$ cat src/hdl/leadscrew_compensation_interpolator_core_macros.svh
// Assertion macros shared by the RTL files.
`ifndef LEADSCREW_COMPENSATION_INTERPOLATOR_CORE_MACROS_SVH
`define LEADSCREW_COMPENSATION_INTERPOLATOR_CORE_MACROS_SVH
`ifndef SYNTHESIS
`define LCI_ASSERT_NOW(label, ante, cons) \
	label: assert property (@(posedge clk) disable iff (!arst_n) (ante) |-> (cons)) \
		else $error("lci assertion failed");
`define LCI_ASSERT_NEXT(label, ante, cons) \
	label: assert property (@(posedge clk) disable iff (!arst_n) (ante) |=> (cons)) \
		else $error("lci assertion failed");
`else
`define LCI_ASSERT_NOW(label, ante, cons)
`define LCI_ASSERT_NEXT(label, ante, cons)
`endif
`endif

$ cat src/hdl/lci_pkg.sv
package lci_pkg;
	localparam int TABLE_DEPTH = 256;
	localparam int TBL_AW = $clog2(TABLE_DEPTH);
	localparam int CNT_W = 9;
	localparam int DW = 32;
	localparam int DIV_STEPS = 2 * DW;
	localparam int DIV_CW = $clog2(DIV_STEPS);

	localparam logic [1:0] CMD_WRITE = 2'd0;
	localparam logic [1:0] CMD_M2A_POS = 2'd1;
	localparam logic [1:0] CMD_M2A_NEG = 2'd2;
	localparam logic [1:0] CMD_A2M = 2'd3;

	localparam logic REG_ENABLE = 1'b0;
	localparam logic REG_COUNT = 1'b1;

	typedef enum logic [1:0] {
		COL_MACHINE,
		COL_POS,
		COL_NEG
	} col_sel_t;

	typedef struct packed {
		logic start;
		logic [DW-1:0] a;
		logic [DW-1:0] b;
		logic [DW-1:0] c;
	} div_req_t;

	typedef struct packed {
		logic done;
		logic [DW-1:0] quotient;
		logic fault;
	} div_rsp_t;
endpackage

$ cat src/hdl/lci_divider.sv
`include "leadscrew_compensation_interpolator_core_macros.svh"
module lci_divider import lci_pkg::*; (
	input logic clk,
	input logic arst_n,
	input div_req_t req,
	output div_rsp_t rsp
);
	typedef enum logic [3:0] {
		DV_IDLE = 4'b0001,
		DV_MUL = 4'b0010,
		DV_DIV = 4'b0100,
		DV_FIN = 4'b1000
	} dv_state_t;

	dv_state_t state_q;
	logic [DW-1:0] ma_q, mb_q, mc_q, rem_q;
	logic neg_q;
	logic [2*DW-1:0] num_q, prod;
	logic [DIV_CW-1:0] cnt_q;
	div_rsp_t rsp_q;
	logic [DW:0] rem_sh;
	logic qbit;
	logic [DW:0] rem_diff;
	logic ovf;

	assign prod = (2*DW)'(ma_q) * (2*DW)'(mb_q);
	assign rem_sh = {rem_q, num_q[2*DW-1]};
	assign rem_diff = rem_sh - {1'b0, mc_q};
	assign qbit = !rem_diff[DW];
	assign ovf = neg_q ? (num_q > {{DW{1'b0}}, 1'b1, {(DW-1){1'b0}}})
		: (num_q > {{(DW+1){1'b0}}, {(DW-1){1'b1}}});
	assign rsp = rsp_q;

	always_ff @(posedge clk or negedge arst_n) begin
		if (!arst_n) begin
			state_q <= DV_IDLE;
			rsp_q <= '0;
			ma_q <= '0;
			mb_q <= '0;
			mc_q <= '0;
			rem_q <= '0;
			neg_q <= 1'b0;
			num_q <= '0;
			cnt_q <= '0;
		end else begin
			case (state_q)
				DV_IDLE: begin
					if (req.start && req.c == '0) begin
						rsp_q <= '{done: 1'b1, quotient: '1, fault: 1'b1};
					end else begin
						rsp_q.done <= 1'b0;
					end
					if (req.start && req.c != '0) begin
						ma_q <= req.a[DW-1] ? -req.a : req.a;
						mb_q <= req.b[DW-1] ? -req.b : req.b;
						mc_q <= req.c[DW-1] ? -req.c : req.c;
						neg_q <= req.a[DW-1] ^ req.b[DW-1] ^ req.c[DW-1];
						state_q <= DV_MUL;
					end
				end
				DV_MUL: begin
					rsp_q.done <= 1'b0;
					num_q <= prod + {{(DW+1){1'b0}}, mc_q[DW-1:1]};
					rem_q <= '0;
					cnt_q <= '0;
					state_q <= DV_DIV;
				end
				DV_DIV: begin
					rsp_q.done <= 1'b0;
					rem_q <= qbit ? rem_diff[DW-1:0] : rem_sh[DW-1:0];
					num_q <= {num_q[2*DW-2:0], qbit};
					cnt_q <= cnt_q + 1'b1;
					if (cnt_q == DIV_CW'(DIV_STEPS - 1)) begin
						state_q <= DV_FIN;
					end
				end
				DV_FIN: begin
					if (ovf) begin
						rsp_q <= '{done: 1'b1, quotient: '1, fault: 1'b1};
					end else begin
						rsp_q <= '{done: 1'b1,
							quotient: neg_q ? -num_q[DW-1:0] : num_q[DW-1:0],
							fault: 1'b0};
					end
					state_q <= DV_IDLE;
				end
				default: begin
					rsp_q.done <= 1'b0;
					state_q <= DV_IDLE;
				end
			endcase
		end
	end

	`LCI_ASSERT_NEXT(a_div_done_pulse, rsp_q.done, !rsp_q.done)
endmodule

$ cat config.mk
export PLATFORM = sky130hd
export DESIGN_NAME = lci_divider
export DESIGN_NICKNAME = d
export VERILOG_FILES = /design/src/hdl/lci_pkg.sv /design/src/hdl/lci_divider.sv
export VERILOG_INCLUDE_DIRS = /design/src /design/src/hdl
export SDC_FILE = /design/constraint.sdc
export NUM_CORES = 2
export LEC_CHECK = 0
export BUFFER_PORTS_ARGS = -buffer_cell sky130_fd_sc_hd__clkbuf_2
export CORE_MARGIN = 10
export CORE_UTILIZATION = 37
export CTS_CLUSTER_DIAMETER = 80
export CTS_CLUSTER_SIZE = 25
export DETAILED_ROUTE_END_ITERATION = 10
export PLACE_DENSITY = 0.52
export SKIP_CTS_REPAIR_TIMING = 1
export SLEW_MARGIN = 20
export SYNTH_ARGS = -nofsm -noshare
export SYNTH_HDL_FRONTEND = slang
export SYNTH_SLANG_ARGS = --single-unit
$ cat constraint.sdc
create_clock -name clk -period 12.9 [get_ports clk]
set_clock_uncertainty 0.2 [all_clocks]
set_input_delay 0.645 -clock clk [delete_from_list [all_inputs] [get_ports clk]]
set_output_delay 0.645 -clock clk [all_outputs]
set_load 0.02 [all_outputs]
==> out/results.ini <==
[min_path]
hold_depth = 3
min_to = mb_q[31]
holdCritPathClass = primary input to flop
worstHoldStart = req[62]

[yosys]
synth_cell_types = 70
synthTopCellsByArea = fa_1 (39%), dfrtp_1 (12%), and2_1 (8.2%), inv_1 (8.2%), ha_1 (7.9%)
synth_top_area_cell = fa_1
ys_ff_latch = 237
yosysSeqAreaShare = 0.125
synth_edf_count = 0
synth_nets = 6605
async_flop_share = 1.00
synthCells = 5277
ys_warn_count = 0
syn_area_sq_um = 47600
yosysMostFrequentCell = inv_1
synth_area_per_cell_sq_um = 9.02
ys_top_cells_by_count = inv_1 (1034), fa_1 (928), nand2_1 (632)
yosysTopAreaCellShare = 0.390
synth-main-ff-cell = dfrtp_1

[layout]
post-route-util = 0.396
syn_to_final_growth_pct = 6.17
nets = 6535
drive_above_1_share = 0.0540

[worst_setup_path]
path_class = flop to flop
cp-start-kind = flop
critical_path_arrival_ns = 9.42
critPathTopFamily = adder cells
r2r-start = mb_q[2]
path_max_fanout = 33
critPathMaxStageDelay_ns = 0.92
r2r_setup_slack_ns = 3.69
required_ns = 13.11
reg2reg_depth = 26
cp-end-kind = flop
r2r_end = num_q[42]
crit_slowest_cell = o31ai_1
cp.buffers_inverters = 6

[global_route]
grt_max_degree = 97
grt_pass1_vias = 37061
track_usage = 0.191
grt_pass1_wl_um = 217000
antenna_found_initial = 8
grt-ovfl-total = 0

[floorplanning]
rows = 131
fp.dieH_um = 379
core_area_sq_um = 128000
ioPinCount = 133
fp.dieArea_sq_um = 143000
initial_utilization = 0.373
die_w_um = 379

[detailed_routing]
ant_nets = 0
drt_pre_antenna_iters = 5
dr.max_layer_used = met5
wl_met2_um = 65100
wirelength_um = 135000
drtIter0Drc = 2050
wire_per_inst_um = 19.7
viasPerCell = 5.08
wl_met1_um = 62500
dr_wl_met3_um = 5830
route.detailed.drc = 0
num_vias = 34944

[clock_tree]
htree_levels = 1
cts_buffer_depth = 3
clk_latency_ns = 0.60
clkTransAtPathRegs_ns = 0.08
cts-root-buf = clkbuf_16
cts_sinks = 237
cts_tree = yes
numCtsBuffers = 21

[timing]
clock.fmax_mhz = 109
setup-tns-final_ns = 0
tightest_slew_ns = 1.10
setup_ws_ns = 3.69
slew_headroom = 0.261
finalSetupViolCount = 0
rsz0062_at_grt = false
min_period_ns = 9.21
period_share = 0.714
finalHoldViolCount = 0
maxSlewViolCount = 0

[place]
dp_slack_ns = 3.82
dp_hpwl_um = 108000
io_buffer_count = 132
place.gp.congestion = 0.875

[job]
cap_viol_max_count = 0

[outcome]
outcome = complete, no violations

-- cells in the final DEF (no fill, tap or decap), types with 6 or more instances in the layout --
cell type  netlist  routed
nand3_1         26      26
xnor2_1         93      92
a21boi_0         7       7
a21o_1          57      57
and2_1         623     623
dfrtp_1        236     228
nand2b_1        13      13
xor2_1         115     115
or4_1           20      19
clkbuf_16        0      21
a31o_2           6       6
o211ai_1         6       6
inv_1         1034    1034
nand4_1         26      26
o21bai_1        10      10
a21oi_1        150     150
clkbuf_2         0     131
nor2_1         113     112
a22oi_1         60      60
nor2b_1         11      11
o21a_1           7       7
buf_4            7      75
or3_1           22      22
a211oi_1        11      11
nand2_1        632     632
o41ai_1         20      20
o21ai_0        245     245
nand3b_1         6       6
and3_1          11      11
nor4_1          15      15
mux2i_1         32      32
o31ai_1         40      40
dfrtp_2          0       8
nor3_1          15      15
ha_1           301     301
a31oi_1         22      22
fa_1           928     928
-- sequential cells by signal, summed over array words and instances (netlist names) --
name     cells
state_q      4
rsp         34
mb_q        32
neg_q        1
ma_q        32
num_q       64
cnt_q        6
mc_q        32
rem_q       32
-- logic make-up (layout without fill, tap and decap cells) --
family | Yosys count | in the layout | share of synthesized area
other | 0 | 2 | 0
and+or+nand+nor | 1556 | 1556 | 0.166
buffers and inverters | 1337 | 1281 | 0.107
xor gates and xnor gates | 208 | 208 | 0.0383
DFF | 237 | 237 | 0.125
muxes | 32 | 32 | 0.00673
adders and majority gates | 1229 | 1229 | 0.469
AOI/OAI and AO/OA | 678 | 678 | 0.0877
-- routing by layer --
metal / GRT usage / vias up
li1: - / 15951
met1: 0.268 / 18240
met2: 0.322 / 644
met3: 0.0243 / 103
met4: 0.0281 / 6
met5: 0 / -
-- stage by stage --
stage | area, sq um | instances | hold slack (ns)
after floorplan | 47600 | 5277 | 0.149
after global placement | 49700 | 6844 | 0.260
after detailed placement | 49800 | 6844 | 0.271
after CTS | 50500 | 6881 | -0.165
after global routing | 50500 | 6883 | 0.151
final | 50500 | 6885 | 0.125
-- layout make-up --
cell class / instances / area [sq um]
fill: 12921 / 77200
antenna: 2 / 5.00
clock buffer: 22 / 529
clock inverter: 15 / 204
sequential: 237 / 5940
tap: 1662 / 2080
inverter: 1035 / 3880
multi-input combinational: 3703 / 36600
timing repair buffer: 209 / 1270
-- worst max path at each step --
stage | startpoint | to | slack (ns) | cells after the start
2_1_floorplan | mb_q[1] | num_q[61] | 5.41 | 27
3_3_place_gp | mb_q[6] | num_q[61] | 3.84 | 26
3_5_place_dp | mb_q[2] | num_q[62] | 3.82 | 26
4_1_cts | mb_q[3] | num_q[61] | 3.84 | 26
5_1_grt | mb_q[2] | num_q[61] | 3.38 | 26
6_report | mb_q[2] | num_q[42] | 3.69 | 26
-- tightest hold or removal path, delay by kind of cell --
family / cells / cell delay, ns
buf+inv: 1 / 0.09
simple gates: 1 / 0.09
compound gates: 1 / 0.06
Power is left out: the tool's default activity adds up to more than one toggle a clock period on the data nets, which glitch-free logic cannot reach.
